$ cat config.mk
export PLATFORM = sky130hd
export DESIGN_NAME = rfs_ctrl
export DESIGN_NICKNAME = d
export VERILOG_FILES = /design/src/design/rfs_pkg.sv /design/src/design/rfs_ctrl.sv
export SDC_FILE = /design/constraint.sdc
export NUM_CORES = 1
export LEC_CHECK = 0
export ABC_AREA = 1
export BUFFER_PORTS_ARGS = -buffer_cell sky130_fd_sc_hd__buf_4
export CORE_AREA = 8 8 45 47
export DETAILED_ROUTE_END_ITERATION = 8
export DIE_AREA = 0 0 53 55
export PLACE_DENSITY_LB_ADDON = 0.3
export SLEW_MARGIN = 20
export SYNTH_ARGS = -nofsm -noshare
export SYNTH_HDL_FRONTEND = slang
export SYNTH_SLANG_ARGS = --single-unit
export TNS_END_PERCENT = 30
$ cat constraint.sdc
create_clock -name i_clk -period 1.25 [get_ports i_clk]
set_input_delay 0.25 -clock i_clk [delete_from_list [all_inputs] [get_ports i_clk]]
set_output_delay 0.25 -clock i_clk [all_outputs]
set_load 0.05 [all_outputs]
$ cat src/design/rfs_pkg.sv
`default_nettype none
// ----------------------------------------------------------------------------
// rfs_pkg
// Shared constants, codes and controller/datapath types for the rotating
// 4bpp frame store.
// ----------------------------------------------------------------------------
package rfs_pkg;

    localparam int PANEL_WIDTH_DEF  = 256;
    localparam int PANEL_HEIGHT_DEF = 64;

    localparam int IDX_W       = 13;
    localparam int STORE_DEPTH = 8192;
    localparam int DATA_W      = 8;
    localparam int MODE_W      = 2;

    localparam logic KIND_LOAD = 1'b0;
    localparam logic KIND_READ = 1'b1;

    localparam logic [MODE_W-1:0] ROT_0   = 2'd0;
    localparam logic [MODE_W-1:0] ROT_90  = 2'd1;
    localparam logic [MODE_W-1:0] ROT_180 = 2'd2;
    localparam logic [MODE_W-1:0] ROT_270 = 2'd3;

    typedef struct packed {
        logic capture;
        logic div_step;
        logic rem_step;
        logic mul;
        logic addr;
        logic wr_first;
        logic wr_second;
        logic rd;
        logic out_load;
    } t_rfs_cmd;

    typedef struct packed {
        logic [MODE_W-1:0] mode;
        logic              out_free;
    } t_rfs_status;

endpackage
`default_nettype wire

$ cat src/design/rfs_ctrl.sv
`default_nettype none
// ----------------------------------------------------------------------------
// rfs_ctrl
// Sequencer that walks one word at a time through divide, multiply, address,
// write, read and result steps of the datapath.
// ----------------------------------------------------------------------------
module rfs_ctrl import rfs_pkg::*; (
    input  wire logic        i_clk,
    input  wire logic        i_rst_n,
    input  wire logic        i_in_valid,
    input  wire logic        i_in_kind,
    output logic             o_in_ready,
    input  wire t_rfs_status i_status,
    output t_rfs_cmd         o_cmd
);

    localparam logic [2:0] S_IDLE = 3'd0;
    localparam logic [2:0] S_DIV  = 3'd1;
    localparam logic [2:0] S_MUL  = 3'd2;
    localparam logic [2:0] S_ADDR = 3'd3;
    localparam logic [2:0] S_WR1  = 3'd4;
    localparam logic [2:0] S_WR2  = 3'd5;
    localparam logic [2:0] S_RD   = 3'd6;
    localparam logic [2:0] S_FIN  = 3'd7;

    localparam int               DIV_CYCLES = 2;
    localparam int               CNT_W      = $clog2(DIV_CYCLES);
    localparam logic [CNT_W-1:0] DIV_LAST   = CNT_W'(DIV_CYCLES - 1);

    logic [2:0]       r_state, n_state;
    logic [CNT_W-1:0] r_cnt, n_cnt;
    logic             whole_byte;

    assign whole_byte = (i_status.mode inside {ROT_0, ROT_180});

    always_comb begin
        n_state    = r_state;
        n_cnt      = r_cnt;
        o_cmd      = '0;
        o_in_ready = 1'b0;
        case (r_state)
            S_IDLE: begin
                o_in_ready = 1'b1;
                n_cnt      = '0;
                if (i_in_valid) begin
                    o_cmd.capture = 1'b1;
                    if (i_in_kind == KIND_READ) begin
                        n_state = S_RD;
                    end else if (whole_byte) begin
                        n_state = S_ADDR;
                    end else begin
                        n_state = S_DIV;
                    end
                end
            end
            S_DIV: begin
                // The first cycle forms the quotient, the second the remainder.
                o_cmd.div_step = (r_cnt == '0);
                o_cmd.rem_step = (r_cnt != '0);
                n_cnt          = r_cnt + 1'b1;
                if (r_cnt == DIV_LAST) begin
                    n_state = S_MUL;
                end
            end
            S_MUL: begin
                o_cmd.mul = 1'b1;
                n_state   = S_ADDR;
            end
            S_ADDR: begin
                o_cmd.addr = 1'b1;
                n_state    = S_WR1;
            end
            S_WR1: begin
                o_cmd.wr_first = 1'b1;
                n_state        = whole_byte ? S_FIN : S_WR2;
            end
            S_WR2: begin
                o_cmd.wr_second = 1'b1;
                n_state         = S_FIN;
            end
            S_RD: begin
                o_cmd.rd = 1'b1;
                n_state  = S_FIN;
            end
            S_FIN: begin
                // Hold the finished word until the output register has room.
                if (i_status.out_free) begin
                    o_cmd.out_load = 1'b1;
                    n_state        = S_IDLE;
                end
            end
            default: begin
                n_state = S_IDLE;
            end
        endcase
    end

    always_ff @(posedge i_clk) begin
        if (!i_rst_n) begin
            r_state <= S_IDLE;
            r_cnt   <= '0;
        end else begin
            r_state <= n_state;
            r_cnt   <= n_cnt;
        end
    end

endmodule
`default_nettype wire

# --- Word level (Yosys, flattened, before mapping) ---
# Cells that the tools add are included.
op_classes:
  add_sub_neg: 1
  n_mux: 19
  n_eq_ne: 11
  n_reduce_logical: 6
  bitwise: 1
op_table:
  columns: ["operator", "n"]
  rows:
  - ["3-bit one-hot mux with 7 select lines", 1]
  - ["3-bit == test (second input constant)", 4]
  - ["3-bit two-way mux", 4]
  - ["1-bit two-way mux", 10]
  - ["3-bit by 2-bit == test with 1-bit output (second input constant)", 2]
  - ["2-bit two-way mux", 3]
  - ["2-bit inequality test (second input constant)", 3]
  - ["2-bit nonzero test", 2]
  - ["3-bit by 1-bit == test with 1-bit output (second input constant)", 1]
  - ["3-bit logical NOT", 1]
  - ["3-bit AND reduction", 1]
  - ["2-bit == test (second input constant)", 1]
  - ["2-bit logical NOT", 1]
  - ["1-bit one-hot mux with 2 select lines", 1]
  - ["2-bit OR reduction", 1]
  - ["1-bit adder (second input constant)", 1]
  - ["1-bit NOT", 1]
word_totals:
  reg_bits: 4
  output_inout_bits: 10
  in_bits: 7
  elab_cells: 40

# --- Longest topological paths before layout ---
# Gate-level depths: netlist of the first run.
logic_depth:
  word_depth: 6
  depth_mapped: 7
  ltp_nobuf: 7

# --- Least setup slack after synthesis of the first run ---
# No wires, ideal clock.
synth_path:
  kind: "register to output"
  startpoint: "register r_state[0]"
  endpoint: "output port o_cmd[6] in the netlist's numbering"
  setup_slack_ns: -1.047
  n_path_buf: 0
  path_stages_with_launch: 3
  arrival_time_ns: 2.047
  required_ns: 1.000
  cell_sequence: "dfxtp_1 inv_1 nor4_1"
synth_rtl:
  columns: ["item", "line_no", "rtl"]
  rows:
  - ["start, declared", "rfs_ctrl.sv:30", "logic [2:0] r_state, n_state;"]
  - ["start signal, assigned", "rfs_ctrl.sv:103", "r_state <= n_state;"]
  - ["end, declared", "rfs_ctrl.sv:14", "output t_rfs_cmd o_cmd"]

==> impl_metrics.env, run 1 <==
export IMPL_postRouteAntennaNets=0
export IMPL_endpoint_kind="output pin"
export IMPL_setup_violations=10
export IMPL_maxClockFrequency_ghz=0.701
export IMPL_synthCells=58
export IMPL_grt_pass1_vias=434
export IMPL_hold_violations=0
export IMPL_cap_violations=0
export IMPL_die_h_um=55
export IMPL_synth_common_cells="12 x nand2_1, 12 x nor2_1, 10 x inv_1, 5 x nand3_1, 4 x dfxtp_1"
export IMPL_wl_per_cell_um=10.9
export IMPL_drv_slew=0
export IMPL_slew_headroom_pct=84.9
export IMPL_slowest_delay_ns=0.35
export IMPL_clk_pin_slew_ns=0.04
export IMPL_vdd_drop_max_v=0.00139
export IMPL_power_total_mw=1.97
export IMPL_overflow=0
export IMPL_synth_top_cell_by_area="dfxtp_1"
export IMPL_htreeDepth=1
export IMPL_min_path_type="input pin to flip-flop"
export IMPL_ys_seq_area_share_pct=22.9
export IMPL_setup_slack_ns=-0.177
export IMPL_clkSinkCount=4
export IMPL_core_area_um2=1380
export IMPL_routed_wl_um=1130
export IMPL_antenna_found_initial=0
export IMPL_grt_usage_pct=8.37
export IMPL_clockRootBuffer="clkbuf_4"
export IMPL_async_flop_share_pct=0
export IMPL_worst_pin_slew_ns=0.224
export IMPL_startpoint="r_state[1]"
export IMPL_synth_top_flop_cell="dfxtp_1"
export IMPL_post_route_period_util_pct=114
export IMPL_path_class="flip-flop to output pin"
export IMPL_fin_util_pct=52.1
export IMPL_cellPowerDensity_nw_per_um2=2740
export IMPL_place_area_um2=556
export IMPL_cpMostUsedCell="buf_6"
export IMPL_path_cells="buf_6 -> nor4_4 -> buf_6"
export IMPL_cts_tree="done"
export IMPL_p_leak_nw=0.376
export IMPL_die_w_um=53
export IMPL_placementRows=14
export IMPL_post_route_drc_count=0
export IMPL_worstHoldStart="i_rst_n"
export IMPL_clk_latency_ns=0.23
export IMPL_ys_ff_latch=4
export IMPL_status="finished with violations"
export IMPL_port_buffers=15
export IMPL_timing_rr_start="r_state[1]"
export IMPL_first_iter_violations=0
export IMPL_grt_pass1_wl_um=1840
export IMPL_crit_fanout=4
export IMPL_synth_area_top_cells="dfxtp_1 23%, nand2_1 13%, nor2_1 13%"
export IMPL_vias=446
export IMPL_clock_skew_ns=0.00147
export IMPL_finalInstanceArea_um2=721
export IMPL_drt_pass1_iter_count=1
export IMPL_hold_buffers=0
export IMPL_syn_cell_area_um2=349
export IMPL_clockBufferDepth=2
export IMPL_grt_max_degree=8
export IMPL_yosysUniqueCellTypes=18
export IMPL_area_growth_pct=106
export IMPL_vias_per_cell=4.29
export IMPL_fin_hold_ws_ns=0.256
export IMPL_syn_avg_cell_area_um2=6.02
export IMPL_min_period_ns=1.43
export IMPL_synth_edf_count=0
export IMPL_place_congestion=0.726
export IMPL_cpMaxStageDelayCell="dfxtp_4"
export IMPL_rsz0062_at_grt="true"
export IMPL_cp_num_buf_inv=2
export IMPL_synth_warnings=0
export IMPL_fin_nets=97
export IMPL_diodes=0
export IMPL_worst_ep_required_time_ns=1.00
export IMPL_dpl_hpwl_um=825
export IMPL_cts_buffers_inserted=3
export IMPL_dieArea_um2=2920
export IMPL_synth_top_cell_area_share_pct=22.9
export IMPL_cp_start_kind="flip-flop"
export IMPL_start_util_pct=25.2
export IMPL_cp_top_family="flip-flops"
export IMPL_violations="negative setup slack"
export IMPL_drive_above_1_share_pct=62.5
export IMPL_crit_arrival_ns=1.18
export IMPL_io_pins=17
export IMPL_syn_nets=65
sequential cells by signal (all words and copies together) (netlist names):
signal	cells
r_cnt	1
r_state	3
final timing paths:
path	slack (ns)	depth (start not counted)	to
worst max register to register	0.04	8	r_state[2]
worst min register to register	0.64	3	r_cnt
worst min-delay path	0.26	2	r_cnt
worst max-delay path	-0.18	3	o_cmd[6]
placed cells by master, fill, tap and decap left out, types with 2 or more instances in the layout:
cell type,instances
buf_4,17
buf_6,11
buf_8,2
clkbuf_4,3
dfxtp_4,3
inv_1,7
inv_2,3
nand2_1,10
nand2_2,2
nand3_1,4
nand3_2,2
nor2_1,7
nor2_2,5
nor2_4,2
per-stage QoR:
stage | cells | TNS [ns] | setup slack, ns
floorplan | 58 | -0.567 | -0.195
global placement | 95 | -0.0606 | -0.0353
detailed placement | 95 | -0.170 | -0.0779
CTS | 103 | -1.46 | -0.202
global route | 104 | -1.97 | -0.224
finish | 104 | -1.31 | -0.177
where the power goes:
part / internal [mW] / switching [mW]
Clock: 0.107 / 0.0466
Sequential: 0.204 / 0.0808
Combinational: 0.662 / 0.872
routing by layer:
metal / part of all wire [%] / track usage (%) / vias to the layer above / wire [µm]
met5: 0 / 0 / - / 0
met4: 0 / 3.88 / 0 / 0
met3: 7.1 / 1.34 / 0 / 80
met2: 55 / 16.2 / 10 / 624
met1: 38 / 8.54 / 199 / 428
li1: - / - / 237 / -
logic make-up (layout without fill, tap and decap cells):
group           Yosys count  after routing  synth area share [%]
compound gates            2              2                  3.58
flops                     4              4                  22.9
simple gates             37             37                  50.5
buf+inv                  15             45                  22.9
what timing repair did:
action	CTS	global route
setup endpoints to repair	13	11
setup buffers	5	1
pin swaps	2	5
gates resized for setup	22	9
area by class of cell:
cell class	instances	area, µm²
inverter	12	50.0
clock buffer	3	22.5
multi-input combinational	39	255
tap	16	20.0
fill	131	663
sequential	4	91.3
timing repair buffer	30	282
Note: power is estimated with default switching activity, not from simulation.
==> inputs of run 2 (changes only) <==
- SETUP_SLACK_MARGIN: unset -> 0.2
==> run 2 against run 1 <==
  * The flow still finishes with violations (negative setup slack)
  * Combinational power fell by 7%
  * Worst setup slack improved by 0.025 ns
  * Clock-buffer cell count rose by 1
  * Critical path depth did not move
  * Sequential power rose by 3%
  * First-iteration DRC count rose by 15
  * Largest power group unchanged
  * Maximum frequency rose by 1.8%
==> impl_metrics.env, run 2 (synthesized netlist as in run 1, its figures left out) <==
export IMPL_status="finished with violations"
export IMPL_cp_top_family="flip-flops"
export IMPL_p_leak_nw=0.346
export IMPL_drv_slew=0
export IMPL_wl_met2_um=472
export IMPL_hold_buffers=0
export IMPL_die_h_um=55
export IMPL_postRouteAntennaNets=0
export IMPL_wl_per_cell_um=9.19
export IMPL_cts_tree="done"
export IMPL_clock_skew_ns=0.00395
export IMPL_min_path_type="input pin to flip-flop"
export IMPL_port_buffers=15
export IMPL_reg2reg_depth=9
export IMPL_crit_arrival_ns=1.15
export IMPL_top_layer="met3"
export IMPL_min_path_cells=2
export IMPL_power_frac_comb_pct=75.3
export IMPL_path_cells="buf_12 -> nor4_4 -> buf_6"
export IMPL_drt_pass1_iter_count=4
export IMPL_core_area_um2=1380
export IMPL_cpMaxStageDelayCell="dfxtp_4"
export IMPL_grt_max_degree=7
export IMPL_slowest_delay_ns=0.35
export IMPL_dpl_hpwl_um=783
export IMPL_maxClockFrequency_ghz=0.713
export IMPL_htreeDepth=1
export IMPL_finalInstanceArea_um2=679
export IMPL_final_cell_mix="14 x buf_4, 11 x nand2_1, 7 x inv_1, 7 x nor2_1, 7 x buf_6"
export IMPL_crit_fanout=6
export IMPL_grt_pass1_wl_um=1460
export IMPL_dr_wl_met3_um=57
export IMPL_largest_reg_flops=3
export IMPL_clockRootBuffer="clkbuf_4"
export IMPL_vias=413
export IMPL_diodes=0
export IMPL_worst_ep_required_time_ns=1.00
export IMPL_clkSinkCount=4
export IMPL_cts_buffers_inserted=3
export IMPL_placementRows=14
export IMPL_post_route_drc_count=0
export IMPL_violations="negative setup slack"
export IMPL_cp_start_kind="flip-flop"
export IMPL_min_period_ns=1.40
export IMPL_top_regs="r_state (3), r_cnt (1)"
export IMPL_place_area_um2=569
export IMPL_worst_pin_slew_ns=0.203
export IMPL_setup_violations=10
export IMPL_routed_wl_um=919
export IMPL_clock_power_share_pct=9.1
export IMPL_slew_headroom_pct=86.3
export IMPL_rsz0062_at_grt="true"
export IMPL_setup_slack_ns=-0.152
export IMPL_fin_nets=92
export IMPL_tns_ns=-0.942
export IMPL_grt_pass1_vias=383
export IMPL_vias_per_cell=4.13
export IMPL_startpoint="r_state[1]"
export IMPL_cellPowerDensity_nw_per_um2=2770
export IMPL_timing_rr_start="r_state[1]"
export IMPL_drive_above_1_share_pct=58.3
export IMPL_path_class="flip-flop to output pin"
export IMPL_path_depth=3
export IMPL_power_total_mw=1.88
export IMPL_clk_latency_ns=0.23
export IMPL_antenna_found_initial=0
export IMPL_power_frac_seq_pct=15.6
export IMPL_p_int_mw=0.940
export IMPL_cap_violations=0
export IMPL_switching_share_pct=50.1
export IMPL_wl_met1_um=390
export IMPL_p_sw_mw=0.943
export IMPL_hold_violations=0
export IMPL_cp_num_buf_inv=2
export IMPL_start_util_pct=25.2
export IMPL_clockBufferDepth=2
export IMPL_place_congestion=0.762
export IMPL_endpoint_kind="output pin"
export IMPL_grt_usage_pct=6.61
export IMPL_post_route_period_util_pct=112
export IMPL_dieArea_um2=2920
export IMPL_area_growth_pct=94.6
export IMPL_worstHoldStart="i_rst_n"
export IMPL_nFillCells=154
export IMPL_first_iter_violations=15
export IMPL_die_w_um=53
export IMPL_vdd_drop_max_v=0.00143
export IMPL_top_register="r_state"
export IMPL_final_common_cell="buf_4"
export IMPL_overflow=0
export IMPL_io_pins=17
export IMPL_clk_pin_slew_ns=0.04
==> run 2: stage by stage <==
stage / setup WS [ns] / std cells / utilization (%) / hold WS, ns
5_1_grt: -0.213 / 100 / 49.1 / 0.239
4_1_cts: -0.164 / 99 / 48.0 / 0.235
3_5_place_dp: -0.0398 / 93 / 41.1 / 0.485
3_3_place_gp: -0.0146 / 93 / 41.1 / 0.485
2_1_floorplan: -0.0940 / 58 / - / 0.367
6_report: -0.152 / 100 / 49.1 / 0.240
==> run 2: path summary, 6_finish.rpt <==
path / to / slack, ns
max: o_cmd[6] / -0.15
min: r_cnt / 0.24
max reg2reg: r_state[2] / 0.02
min reg2reg: r_cnt / 0.64
==> run 2: power by group through the flow <==
stage / clock (mW) / sequential, mW / combinational, mW
6_report: 0.171 / 0.294 / 1.42
5_1_grt: 0.192 / 0.301 / 1.53
4_1_cts: 0.184 / 0.293 / 1.37
3_5_place_dp: 0 / 0.283 / 1.21
3_3_place_gp: 0 / 0.283 / 1.20
2_1_floorplan: 0 / 0.239 / 0.915
==> run 2: final cells by class <==
| type | instances | area [µm²] | share of cell area [%] |
|---|---|---|---|
| Sequential cell | 4 | 91.3 | 13.4 |
| Clock buffer | 4 | 26.3 | 3.87 |
| Multi-Input combinational cell | 39 | 240 | 35.4 |
| Timing Repair Buffer | 25 | 249 | 36.6 |
| Tap cell | 16 | 20.0 | 2.95 |
| Inverter | 12 | 52.6 | 7.73 |
==> run 2: repair_timing <==
| item | in CTS | in global routing |
|---|---|---|
| setup buffers | 2 | 1 |
| resized for setup | 17 | 3 |
| pin swaps | 4 | 3 |
| setup endpoints to repair | 13 | 13 |
==> run 2: per-layer routing <==
| metal | global-route usage [%] | vias up |
|---|---|---|
| met4 | 3.88 | 0 |
| met3 | 1.87 | 0 |
| li1 | - | 228 |
| met1 | 6.68 | 177 |
| met5 | 0 | - |
| met2 | 11.9 | 8 |
